==> src/rtl/core/crrg_pkg.sv <==
// Shared types, register codes and constants for the chroma remap/rotate/gain block.
// No dependencies; every other file in rtl/core uses this package.
`default_nettype none
package crrg_pkg;

  localparam int CFG_IDX_W  = 8;
  localparam int CFG_DATA_W = 16;
  localparam int MODE_W     = 4;
  localparam int BLEND_W    = 10;
  localparam int GAIN_W     = 11;
  localparam int ROT_W      = 11;

  localparam int NSTAGE     = 6;

  // Reset values of the control registers
  localparam logic [BLEND_W-1:0]       BLEND_RST = 10'd720;
  localparam logic [GAIN_W-1:0]        GAIN_RST  = 11'd1100;
  localparam logic signed [ROT_W-1:0]  ROT_RST   = 11'sd0;

  // Register limits
  localparam logic [BLEND_W-1:0]       BLEND_MAX = 10'd1000;
  localparam logic [GAIN_W-1:0]        GAIN_MAX  = 11'd2000;
  localparam logic signed [ROT_W-1:0]  ROT_MAX   = 11'sd1000;
  localparam logic signed [ROT_W-1:0]  ROT_MIN   = -11'sd1000;

  localparam logic [7:0] AA_BASE = 8'haa;

  // Divide by 1000: floor(n / 1000) == (n * DIV_MUL) >> DIV_SHIFT for n < 2**NUM_W
  localparam int NUM_W     = 18;
  localparam int DIV_SHIFT = 28;
  localparam int PROD_W    = 37;
  localparam logic [PROD_W-1:0] DIV_MUL = 37'd268436;

  typedef enum logic [CFG_IDX_W-1:0] {
    REG_MODE   = 8'd0,
    REG_BLEND  = 8'd1,
    REG_GAIN   = 8'd2,
    REG_ROTATE = 8'd3
  } cfg_reg_e;

  typedef enum logic [MODE_W-1:0] {
    MODE_INV_B     = 4'd0,  // (255-cb, cr)
    MODE_INV_R     = 4'd1,  // (cb, 255-cr)
    MODE_INV_BR    = 4'd2,  // (255-cb, 255-cr)
    MODE_SWAP      = 4'd3,  // (cr, cb)
    MODE_RINV_TO_B = 4'd4,  // (255-cr, cr)
    MODE_BINV_TO_R = 4'd5,  // (cb, 255-cb)
    MODE_CROSS_INV = 4'd6,  // (255-cr, 255-cb)
    MODE_TURN_A    = 4'd7,  // (255-cr, cb)
    MODE_TURN_B    = 4'd8,  // (cr, 255-cb)
    MODE_AA_SUB    = 4'd9   // (0xaa-cb wrapped, cr)
  } mode_e;

  typedef struct packed {
    logic [7:0] chroma_blue;
    logic [7:0] chroma_red;
  } in_req_t;

  typedef struct packed {
    logic [7:0] blue_out;
    logic [7:0] red_out;
  } out_req_t;

  typedef struct packed {
    logic [7:0] cb;
    logic [7:0] cr;
  } pix_t;

  typedef struct packed {
    mode_e              mode;
    logic [BLEND_W-1:0] blend;
    logic [GAIN_W-1:0]  gain;
    logic [BLEND_W-1:0] rot_mag;
    logic               rot_neg;
  } cfg_t;

  // Load enables of a two-register section
  typedef struct packed {
    logic en_num;
    logic en_prod;
  } pipe_ctl_t;

  function automatic logic [PROD_W-1:0] recip_mul(input logic [NUM_W-1:0] n);
    return PROD_W'(n) * DIV_MUL;
  endfunction

  function automatic logic [7:0] recip_quot(input logic [PROD_W-1:0] p);
    return p[DIV_SHIFT+7:DIV_SHIFT];
  endfunction

endpackage
`default_nettype wire

==> src/rtl/core/chroma_remap_rotate_gain_top.sv <==
// Chroma remap/rotate/gain, top level. Throughput: one Cb/Cr request per clock while
// out_stall is low. Six pipeline registers, two per blend section and two for gain,
// feed the output register.
// Stalls collapse bubbles stage by stage; with out_stall low, in_stall is low.
// Reset (rst_n, synchronous): all valid bits clear, control registers take their reset values.
`default_nettype none
module chroma_remap_rotate_gain_top (
  input  logic                             clk,
  input  logic                             rst_n,
  input  logic                             in_valid,
  output logic                             in_stall,
  input  crrg_pkg::in_req_t                in_data,
  output logic                             out_valid,
  input  logic                             out_stall,
  output crrg_pkg::out_req_t               out_data,
  input  logic                             cfg_valid,
  output logic                             cfg_ready,
  input  logic [crrg_pkg::CFG_IDX_W-1:0]   cfg_index,
  input  logic [crrg_pkg::CFG_DATA_W-1:0]  cfg_data
);
  import crrg_pkg::*;

  cfg_t       cfg;
  pix_t       src0, tgt0;       // input pair and mode target
  pix_t       mix1, tgt1;       // after mode blend, rotation target
  pix_t       mix2, fin;        // after rotation, after gain and clamp
  pipe_ctl_t  ctl_mode, ctl_rot, ctl_gain;

  logic [NSTAGE-1:0] v_r, v_nxt;
  logic [NSTAGE-1:0] en;
  logic              en_out;
  logic              out_valid_r, out_valid_nxt;
  out_req_t          out_data_r;

  crrg_cfg u_cfg (
    .clk       (clk),
    .rst_n     (rst_n),
    .cfg_valid (cfg_valid),
    .cfg_ready (cfg_ready),
    .cfg_index (cfg_index),
    .cfg_data  (cfg_data),
    .cfg       (cfg)
  );

  // Stage load enables: a stage loads when empty or when the stage after it moves.
  always_comb begin
    en_out         = !out_valid_r || !out_stall;
    en[NSTAGE-1]   = !v_r[NSTAGE-1] || en_out;
    for (int k = NSTAGE - 2; k >= 0; k--) begin
      en[k] = !v_r[k] || en[k+1];
    end
  end

  assign in_stall = !en[0];

  always_comb begin
    v_nxt[0] = en[0] ? in_valid : v_r[0];
    for (int k = 1; k < NSTAGE; k++) begin
      v_nxt[k] = en[k] ? v_r[k-1] : v_r[k];
    end
    out_valid_nxt = en_out ? v_r[NSTAGE-1] : out_valid_r;
  end

  always_ff @(posedge clk) begin
    if (!rst_n) begin
      v_r         <= '0;
      out_valid_r <= 1'b0;
    end else begin
      v_r         <= v_nxt;
      out_valid_r <= out_valid_nxt;
    end
  end

  // Mode target: inversions (255-x is ~x), swaps, cross mixes, 0xaa-cb wrapped.
  assign src0.cb = in_data.chroma_blue;
  assign src0.cr = in_data.chroma_red;

  always_comb begin
    tgt0 = src0;
    case (cfg.mode)
      MODE_INV_B:     tgt0.cb = ~src0.cb;
      MODE_INV_R:     tgt0.cr = ~src0.cr;
      MODE_INV_BR: begin
        tgt0.cb = ~src0.cb;
        tgt0.cr = ~src0.cr;
      end
      MODE_SWAP: begin
        tgt0.cb = src0.cr;
        tgt0.cr = src0.cb;
      end
      MODE_RINV_TO_B: tgt0.cb = ~src0.cr;
      MODE_BINV_TO_R: tgt0.cr = ~src0.cb;
      MODE_CROSS_INV: begin
        tgt0.cb = ~src0.cr;
        tgt0.cr = ~src0.cb;
      end
      MODE_TURN_A: begin
        tgt0.cb = ~src0.cr;
        tgt0.cr = src0.cb;
      end
      MODE_TURN_B: begin
        tgt0.cb = src0.cr;
        tgt0.cr = ~src0.cb;
      end
      MODE_AA_SUB:    tgt0.cb = AA_BASE - src0.cb;
      default: begin
      end
    endcase
  end

  assign ctl_mode.en_num  = en[0];
  assign ctl_mode.en_prod = en[1];

  crrg_blend u_blend_mode (
    .clk (clk),
    .ctl (ctl_mode),
    .src (src0),
    .tgt (tgt0),
    .q   (cfg.blend),
    .res (mix1)
  );

  // Rotation: positive turns toward (cr, 255-cb), negative toward (255-cr, cb).
  // Zero weight leaves the pair as is, so no separate bypass.
  always_comb begin
    if (cfg.rot_neg) begin
      tgt1.cb = ~mix1.cr;
      tgt1.cr = mix1.cb;
    end else begin
      tgt1.cb = mix1.cr;
      tgt1.cr = ~mix1.cb;
    end
  end

  assign ctl_rot.en_num  = en[2];
  assign ctl_rot.en_prod = en[3];

  crrg_blend u_blend_rot (
    .clk (clk),
    .ctl (ctl_rot),
    .src (mix1),
    .tgt (tgt1),
    .q   (cfg.rot_mag),
    .res (mix2)
  );

  assign ctl_gain.en_num  = en[4];
  assign ctl_gain.en_prod = en[5];

  crrg_gain u_gain (
    .clk  (clk),
    .ctl  (ctl_gain),
    .c    (mix2),
    .gain (cfg.gain),
    .res  (fin)
  );

  // Output register: holds while stalled, frees the pipe behind it otherwise.
  always_ff @(posedge clk) begin
    if (en_out) begin
      out_data_r.blue_out <= fin.cb;
      out_data_r.red_out  <= fin.cr;
    end
  end

  assign out_valid = out_valid_r;
  assign out_data  = out_data_r;

endmodule
`default_nettype wire

==> src/rtl/core/crrg_cfg.sv <==
// Control registers with saturating writes; exports the live settings as one struct.
// Depends on crrg_pkg.
`default_nettype none
module crrg_cfg (
  input  logic                             clk,
  input  logic                             rst_n,
  input  logic                             cfg_valid,
  output logic                             cfg_ready,
  input  logic [crrg_pkg::CFG_IDX_W-1:0]   cfg_index,
  input  logic [crrg_pkg::CFG_DATA_W-1:0]  cfg_data,
  output crrg_pkg::cfg_t                   cfg
);
  import crrg_pkg::*;

  mode_e                    mode_r, mode_nxt;
  logic [BLEND_W-1:0]       blend_r, blend_nxt;
  logic [GAIN_W-1:0]        gain_r, gain_nxt;
  logic signed [ROT_W-1:0]  rot_r, rot_nxt;
  logic signed [ROT_W-1:0]  rot_wr;
  logic signed [ROT_W-1:0]  rot_abs;

  assign cfg_ready = 1'b1;
  assign rot_wr    = $signed(cfg_data[ROT_W-1:0]);

  always_comb begin
    mode_nxt  = mode_r;
    blend_nxt = blend_r;
    gain_nxt  = gain_r;
    rot_nxt   = rot_r;
    if (cfg_valid) begin
      case (cfg_index)
        REG_MODE: begin
          mode_nxt = (cfg_data[MODE_W-1:0] > MODE_AA_SUB) ? MODE_AA_SUB
                                                          : mode_e'(cfg_data[MODE_W-1:0]);
        end
        REG_BLEND: begin
          blend_nxt = (cfg_data[BLEND_W-1:0] > BLEND_MAX) ? BLEND_MAX : cfg_data[BLEND_W-1:0];
        end
        REG_GAIN: begin
          gain_nxt = (cfg_data[GAIN_W-1:0] > GAIN_MAX) ? GAIN_MAX : cfg_data[GAIN_W-1:0];
        end
        REG_ROTATE: begin
          if (rot_wr > ROT_MAX) begin
            rot_nxt = ROT_MAX;
          end else if (rot_wr < ROT_MIN) begin
            rot_nxt = ROT_MIN;
          end else begin
            rot_nxt = rot_wr;
          end
        end
        default: begin
        end
      endcase
    end
  end

  always_ff @(posedge clk) begin
    if (!rst_n) begin
      mode_r  <= MODE_INV_B;
      blend_r <= BLEND_RST;
      gain_r  <= GAIN_RST;
      rot_r   <= ROT_RST;
    end else begin
      mode_r  <= mode_nxt;
      blend_r <= blend_nxt;
      gain_r  <= gain_nxt;
      rot_r   <= rot_nxt;
    end
  end

  assign rot_abs = rot_r[ROT_W-1] ? -rot_r : rot_r;

  always_comb begin
    cfg.mode    = mode_r;
    cfg.blend   = blend_r;
    cfg.gain    = gain_r;
    cfg.rot_mag = rot_abs[BLEND_W-1:0];
    cfg.rot_neg = rot_r[ROT_W-1];
  end

endmodule
`default_nettype wire

==> src/rtl/core/crrg_blend.sv <==
// Two-lane blend a + (b - a) * q / 1000 with round half up, in two register stages:
// numerator, then reciprocal product. Depends on crrg_pkg.
`default_nettype none
module crrg_blend (
  input  logic                           clk,
  input  crrg_pkg::pipe_ctl_t            ctl,
  input  crrg_pkg::pix_t                 src,
  input  crrg_pkg::pix_t                 tgt,
  input  logic [crrg_pkg::BLEND_W-1:0]   q,
  output crrg_pkg::pix_t                 res
);
  import crrg_pkg::*;

  // a*1000 + (b-a)*q + 500, never negative, at most 255500
  function automatic logic [NUM_W-1:0] blend_num(input logic [7:0] a, input logic [7:0] b,
                                                 input logic [BLEND_W-1:0] w);
    logic signed [8:0]  diff;
    logic signed [20:0] base, term, sum;
    diff = $signed({1'b0, b}) - $signed({1'b0, a});
    base = $signed({13'b0, a}) * 21'sd1000;
    term = 21'(diff) * $signed({11'b0, w});
    sum  = base + term + 21'sd500;
    return sum[NUM_W-1:0];
  endfunction

  logic [NUM_W-1:0]  num_b_r, num_b_nxt, num_r_r, num_r_nxt;
  logic [PROD_W-1:0] prod_b_r, prod_b_nxt, prod_r_r, prod_r_nxt;

  always_comb begin
    num_b_nxt  = blend_num(src.cb, tgt.cb, q);
    num_r_nxt  = blend_num(src.cr, tgt.cr, q);
    prod_b_nxt = recip_mul(num_b_r);
    prod_r_nxt = recip_mul(num_r_r);
  end

  always_ff @(posedge clk) begin
    if (ctl.en_num) begin
      num_b_r <= num_b_nxt;
      num_r_r <= num_r_nxt;
    end
    if (ctl.en_prod) begin
      prod_b_r <= prod_b_nxt;
      prod_r_r <= prod_r_nxt;
    end
  end

  assign res.cb = recip_quot(prod_b_r);
  assign res.cr = recip_quot(prod_r_r);

endmodule
`default_nettype wire

==> src/rtl/core/crrg_gain.sv <==
// Two-lane gain about 128 in thousandths, truncating toward zero, then clamp to a byte.
// Two register stages: signed product magnitude, then reciprocal product. Uses crrg_pkg.
`default_nettype none
module crrg_gain (
  input  logic                          clk,
  input  crrg_pkg::pipe_ctl_t           ctl,
  input  crrg_pkg::pix_t                c,
  input  logic [crrg_pkg::GAIN_W-1:0]   gain,
  output crrg_pkg::pix_t                res
);
  import crrg_pkg::*;

  // {sign, |(c-128)*g + 500|}
  function automatic logic [NUM_W:0] gain_num(input logic [7:0] x, input logic [GAIN_W-1:0] g);
    logic signed [8:0]  cm;
    logic signed [20:0] gp, mag;
    cm  = $signed({1'b0, x}) - 9'sd128;
    gp  = 21'(cm) * $signed({10'b0, g}) + 21'sd500;
    mag = gp[20] ? -gp : gp;
    return {gp[20], mag[NUM_W-1:0]};
  endfunction

  function automatic logic [7:0] clamp_mid(input logic neg, input logic [7:0] d);
    logic signed [9:0] v;
    v = neg ? (10'sd128 - $signed({2'b0, d})) : (10'sd128 + $signed({2'b0, d}));
    if (v < 10'sd0) begin
      return 8'd0;
    end else if (v > 10'sd255) begin
      return 8'd255;
    end
    return v[7:0];
  endfunction

  logic [NUM_W:0]    num_b_r, num_b_nxt, num_r_r, num_r_nxt;
  logic [PROD_W-1:0] prod_b_r, prod_b_nxt, prod_r_r, prod_r_nxt;
  logic              neg_b_r, neg_r_r;

  always_comb begin
    num_b_nxt  = gain_num(c.cb, gain);
    num_r_nxt  = gain_num(c.cr, gain);
    prod_b_nxt = recip_mul(num_b_r[NUM_W-1:0]);
    prod_r_nxt = recip_mul(num_r_r[NUM_W-1:0]);
  end

  always_ff @(posedge clk) begin
    if (ctl.en_num) begin
      num_b_r <= num_b_nxt;
      num_r_r <= num_r_nxt;
    end
    if (ctl.en_prod) begin
      prod_b_r <= prod_b_nxt;
      prod_r_r <= prod_r_nxt;
      neg_b_r  <= num_b_r[NUM_W];
      neg_r_r  <= num_r_r[NUM_W];
    end
  end

  assign res.cb = clamp_mid(neg_b_r, recip_quot(prod_b_r));
  assign res.cr = clamp_mid(neg_r_r, recip_quot(prod_r_r));

endmodule
`default_nettype wire

==> config.mk <==
export PLATFORM = sky130hd
export DESIGN_NAME = chroma_remap_rotate_gain_top
export DESIGN_NICKNAME = d
export VERILOG_FILES = /design/src/rtl/core/crrg_pkg.sv /design/src/rtl/core/chroma_remap_rotate_gain_top.sv /design/src/rtl/core/crrg_cfg.sv /design/src/rtl/core/crrg_blend.sv /design/src/rtl/core/crrg_gain.sv
export SDC_FILE = /design/constraint.sdc
export NUM_CORES = 2
export LEC_CHECK = 0
export BUFFER_PORTS_ARGS = -buffer_cell sky130_fd_sc_hd__buf_2
export CORE_MARGIN = 3
export CORE_UTILIZATION = 45
export CTS_CLUSTER_DIAMETER = 150
export DETAILED_ROUTE_END_ITERATION = 6
export GPL_TIMING_DRIVEN = 0
export PLACE_DENSITY = 0.57
export SETUP_SLACK_MARGIN = 0.3
export SYNTH_ARGS = -nofsm -noshare
export SYNTH_HDL_FRONTEND = slang
export SYNTH_SLANG_ARGS = --single-unit
export TNS_END_PERCENT = 1
==> constraint.sdc <==
create_clock -name clk -period 9.4 [get_ports clk]
set_input_delay 1.88 -clock clk [delete_from_list [all_inputs] [get_ports clk]]
set_output_delay 1.88 -clock clk [all_outputs]
set_load 0.05 [all_outputs]
; ---- Word-level counts from Yosys, hierarchy flattened
; Index checks and enable logic that the tools add are counted.
[op_classes]
n_eq_ne = 12
reduce_logical = 28
add_sub_neg = 24
multipliers = 16
muxes = 23
magnitude_cmp = 9
n_bitwise = 4
[ops]
columns = op, count
row1 = "multiplier 18 x 17 -> 34 bit, second input constant", 6
row2 = "adder 18 x 10 -> 18 bit, second input constant", 4
row3 = adder 18 bit, 4
row4 = multiplier 9 x 11 -> 18 bit, 4
row5 = "multiplier 8 x 7 -> 15 bit, second input constant", 4
row6 = two-way mux 8 bit, 6
row7 = "adder 21 x 10 -> 21 bit, second input constant", 2
row8 = multiplier 9 x 12 -> 21 bit, 2
row9 = two-way mux 10 bit, 4
row10 = two-way mux 18 bit, 2
row11 = negation 18 bit, 2
row12 = subtractor 8 x 8 -> 9 bit, 4
row13 = two-way mux 11 bit, 3
row14 = NOT 8 bit, 4
row15 = one-hot mux 8 bit (4 select lines), 1
row16 = one-hot mux 8 bit (3 select lines), 1
row17 = "> comparator 11 bit, second input constant", 2
row18 = "> comparator 10 x 9 -> 1 bit, second input constant", 2
row19 = "< comparator 10 x 1 -> 1 bit, second input constant", 2
row20 = "adder 8 x 8 -> 9 bit, first input constant", 2
row21 = "subtractor 8 x 8 -> 9 bit, first input constant", 2
row22 = "subtractor 8 x 8 -> 9 bit, second input constant", 2
row23 = "== test 4 x 3 -> 1 bit, second input constant", 4
row24 = "== test 8 x 2 -> 1 bit, second input constant", 2
row25 = 19 further kinds, 45
[word_totals]
word_cells = 143
out_inout_bits = 19
reg_bits = 375

; ---- Longest topological paths before layout
[logic_depth]
word_depth = 9
depth_mapped = 35

; ---- Modules after synthesis
; From an unflattened synthesis, not the netlist that was laid out.
[unflattened]
cells_unflattened = 6080
area_unflattened_um2 = 58294.7
[modules_own_cells]
columns = mod, seq_area_each_um2, cells_each, area_each_um2, instances
row1 = crrg_blend (u_blend_mode), 1561.5, 1975, 19032.0, 1
row2 = crrg_blend (u_blend_rot), 1561.5, 1877, 18554.0, 1
row3 = crrg_gain, 1681.6, 1782, 16906.2, 1
row4 = chroma_remap_rotate_gain_top, 620.6, 245, 2054.5, 1
row5 = crrg_cfg, 720.7, 201, 1747.9, 1

; ---- Worst setup path before layout
; OpenSTA, ideal clock, no wires.
[synth_path]
path_type = input to register
from = input in_data[0] in the netlist's numbering
to = register u_blend_mode.num_b_r[16] (data pin)
cell_stages = 30
path_slack_ns = 1.100
t_required_ns = 9.136
arrival_ns = 8.037
path_buffers = 0
path_cell_list = nand2_1 -> a211oi_1 -> a31oi_1 -> nor2_1 -> a211oi_1 -> ha_1 -> inv_1 -> fa_1 -> a21o_1 -> a21oi_1 -> nor2b_1 -> o21ai_0 -> nand2b_1 -> xor2_1 -> nand2_1 -> fa_1 -> fa_1 -> inv_1 -> fa_1 -> fa_1 -> inv_1 -> fa_1 -> inv_1 -> ha_1 -> a21boi_0 -> o21ai_0 -> a21boi_0 -> o2111ai_1 -> a31oi_1 -> xor2_1
[synth_via]
elab_chain_len = 6
[synth_rtl]
columns = item, line_no
row1 = "start, declared", chroma_remap_rotate_gain_top.sv:12  ; input crrg_pkg::in_req_t in_data,
row2 = NOT 8 bit, "chroma_remap_rotate_gain_top.sv:91, chroma_remap_rotate_gain_top.sv:94, chroma_remap_rotate_gain_top.sv:98"
row3 = one-hot mux 8 bit (4 select lines) (*), chroma_remap_rotate_gain_top.sv:80  ; case (cfg.mode)
row4 = subtractor 8 x 8 -> 9 bit (*), crrg_blend.sv:19  ; diff = $signed({1'b0, b}) - $signed({1'b0, a});
row5 = multiplier 9 x 11 -> 18 bit (*), crrg_blend.sv:21  ; term = 21'(diff) * $signed({11'b0, w});
row6 = adder 18 bit (*), crrg_blend.sv:22  ; sum = base + term + 21'sd500;
row7 = adder 18 x 10 -> 18 bit (*), crrg_blend.sv:22
row8 = net u_blend_mode.num_b_nxt[16], crrg_blend.sv:26  ; logic [NUM_W-1:0] num_b_r, num_b_nxt, num_r_r, num_r_nxt;
row9 = "end signal, assigned", crrg_blend.sv:38  ; num_b_r <= num_b_nxt;
row10 = "end, declared", crrg_blend.sv:26
; Mark *: on every way through the listed nets, which the timed path passes. The rest lies on a longest branch.
; A chain may end at the register's enable or synchronous reset.

; ---- Worst setup path in the final report
[layout_path]
from = input in_data[8] in the netlist's numbering
to = register u_blend_mode.num_b_r[17] (data pin)
[layout_via]
elab_chain_len = 6
[layout_rtl]
columns = item, line_no
row1 = subtractor 8 bit / NOT 8 bit (equally long branches), "chroma_remap_rotate_gain_top.sv:105, chroma_remap_rotate_gain_top.sv:81, chroma_remap_rotate_gain_top.sv:84"
row2 = one-hot mux 8 bit (4 select lines), chroma_remap_rotate_gain_top.sv:80
row3 = subtractor 8 x 8 -> 9 bit, crrg_blend.sv:19
row4 = multiplier 9 x 11 -> 18 bit, crrg_blend.sv:21
row5 = adder 18 bit (*), crrg_blend.sv:22
row6 = adder 18 x 10 -> 18 bit (*), crrg_blend.sv:22
row7 = net u_blend_mode.num_b_nxt[17], crrg_blend.sv:26
; Marks and branches as above.

==> results.toml <==
[floorplan]
dieArea_um2 = 130600
core_um2 = 124600
io-pin-count = 64
die_h_um = 361.5
die-width_um = 361.5
initial_core_util_pct = 45.63
rows = 129

[global_route]
grt_pass1_vias = 41530
grt.overflow.total = 0
grt_pass1_wl_um = 209400
antenna_found_initial = 12
grt_use_total_pct = 19.60
grt_max_degree = 39

[worst_hold_path]
hold_path.class = "reg -> reg"
worst_hold_startpoint = "u_gain.num_r_r[18]"
whs_endpoint = "u_gain.neg_r_r"
hold_path_depth = 0

[critical_path]
critPathMaxStageDelay_ps = 540
crit_type = "in -> reg"
cp_max_fo = 14
arrival_ps = 9250
critPathLaunchType = "input port"
regToRegEndpoint = "u_blend_rot.num_b_r[17]"
crit_path_end_kind = "flop"
cpMostUsedCell = "fa_1"
cp_slowest_cell = "fa_1"
ff2ff_path_depth = 30
worstReg2RegStart = "u_cfg.rot_r[10]"
crit_path_start = "in_data[8]"
required_ps = 9800
reg2reg_slack_ps = 870

[timing]
tightest_slew_ps = 1177
period_needed_ps = 8846
slew_violations = 0
whs_ps = 474.9
rsz0062_at_grt = "true"
fin_tns_setup_ps = 0
final-setup-viol-count = 0
min_period_over_period_pct = 94.11
slew_headroom_pct = 21.00
fmax_ghz = 0.1130
clock_skew_ps = 16.86
hold_viol = 0

[final_layout]
fill_cells = 11960
regArea_um2 = 6146
fin_util_pct = 48.37
multi_input_area_um2 = 45170
areaGrowthSynthToFinish_pct = 6.004
nets = 8250
fin_area_um2 = 60270
drive_above_1_share_pct = 2.752

[clock_tree]
cts_buffer_depth = 3
post_cts_buffers = 0
clk_latency_ps = 620
postCtsHoldBufs = 0
root_buffer = "clkbuf_16"
clock_sinks = 219
tritoncts = "yes"
clkTransAtPathRegs_ps = 60
cts_buffers = 31
cts_max_level = 1

[synthesis]
ys_seq_elements = 219
synth_top_area_share_pct = 29.86
synthFlopType = "edfxtp_1"
synth_top_family_by_area = "adder cells"
yosys-mux-area-fraction_pct = 0.1232
syn-instance-count = 5956
synthAdderAreaFrac_pct = 58.10
synth_xor_area_share_pct = 3.941
avgSynthCellArea_um2 = 9.546
synth_common_cells = "inv_1 (1374), ha_1 (1357), fa_1 (802), nand2_1 (459), nor2_1 (218)"
synth-simple-area-share_pct = 10.27
yosysSeqAreaShare_pct = 10.81
ys_types = 81
synth-edff-count = 176
yosysTopAreaCell = "ha_1"
synth-compound-area-share_pct = 6.901
yosysWarnings = 0
synth_nets = 8160
yosysMostFrequentCell = "inv_1"
netlist_area_um2 = 56850
synth.area.top_cells = "ha_1 (30%), fa_1 (28%), edfxtp_1 (9.3%)"
async_flop_share_pct = 0

[placed_design]
io_buffers = 57
place.gp.congestion = 0.8496
dp_hpwl_um = 105300
place_area_um2 = 59190

[route]
wl_per_cell_um = 16.02
antenna_left = 0
via_per_inst = 5.083
post-route-drc-count = 0
vias = 39210
drt_iter0_drc = 1397
drt-pass1-iter-count = 5
finalWirelength_um = 123600

[status]
status = "completed"

[run]
maxCapViolCount = 0
-- how the worst max path moves through the flow --
stage,to,slack [ps],depth (start not counted)
final,u_blend_mode.num_b_r[17],550,29
after global routing,u_blend_mode.num_b_r[17],180,30
after CTS,u_blend_mode.num_b_r[16],300,30
after detailed placement,u_blend_mode.num_b_r[16],-300,30
after global placement,u_blend_mode.num_b_r[16],-380,30
after floorplan,u_blend_mode.num_b_r[16],1100,30
-- flip-flops by register name, indices dropped and copies added (netlist names), 4 cells and up --
register,flops
u_blend_mode.num_b_r,18
u_blend_rot.num_b_r,18
u_gain.prod_r_r,8
v_r,6
u_cfg.rot_r,11
u_blend_rot.prod_r_r,8
u_gain.num_r_r,19
u_cfg.blend_r,10
u_gain.prod_b_r,8
u_blend_mode.num_r_r,18
u_blend_mode.prod_b_r,8
u_blend_rot.prod_b_r,8
out_data,16
u_gain.num_b_r,19
u_cfg.gain_r,11
u_blend_mode.prod_r_r,8
u_blend_rot.num_r_r,18
u_cfg.mode_r,4
-- stage by stage --
| stage | worst slack, ps | instances |
|---|---|---|
| 4_1_cts | 302.4 | 7706 |
| 2_1_floorplan | 1100 | 5956 |
| 3_5_place_dp | -301.6 | 7650 |
| 3_3_place_gp | -379.0 | 7650 |
| 6_report | 554.0 | 7715 |
| 5_1_grt | 183.6 | 7708 |
-- layer usage --
layer  track usage [%]  up-vias  share of wire (%)
met5                 0        -              0.044
met4             4.485        6                2.4
met3             2.330      137                3.5
met2             34.75      490                 48
met1             25.57    19250                 46
li1                  -    19330                  -
-- layout make-up --
cell class	count	share of cell area, %
Buffer	112	0.7308
Antenna cell	9	0.03737
Clock buffer	44	1.474
Clock inverter	12	0.1661
Timing Repair Buffer	57	0.4816
Inverter	1375	8.564
Sequential cell	219	10.20
Multi-Input combinational cell	4250	74.95
Tap cell	1637	3.399
-- logic make-up after synthesis --
family,Yosys count
adders and majority gates,2159
DFF,219
buffers and inverters,1487
AOI/OAI and AO/OA,605
and+or+nand+nor,1223
xor gates and xnor gates,255
muxes,7
other,1
-- worst max-delay path, delay by kind of cell --
kind,cells,cell delay (ps)
buffers and inverters,3,320
adder cells (fa/ha/maj),8,3430
AO/OA/AOI/OAI,10,2030
AND/OR/NAND/NOR,6,1000
XOR/XNOR,2,560
-- repair_timing --
action | CTS | global route
gates resized for setup | 1 | 15
cloned | 0 | 0
setup endpoints to repair | 1 | 15
-- cell usage in the layout, fill, tap and decap left out, types with 28 or more instances in the layout --
cell type  Yosys  final
nor3_1        71     71
nor2b_1       71     71
fa_1         802    802
or2_2         32     32
ha_1        1357   1357
edfxtp_1     176    176
buf_2          0     55
clkbuf_1     104    112
and2_1       155    155
xor2_1        74     72
nand2b_1      62     62
nor2_1       218    217
dfxtp_1       43     43
a21o_1        59     59
xnor2_1      180    177
inv_1       1374   1374
clkbuf_16      0     34
nand3_1       66     66
o21ai_0      122    122
a21oi_1      164    164
nand2_1      459    456
a21boi_0      29     28
Power is left out: the tool's default activity adds up to more than one toggle a clock period on the data nets, which glitch-free logic cannot reach.
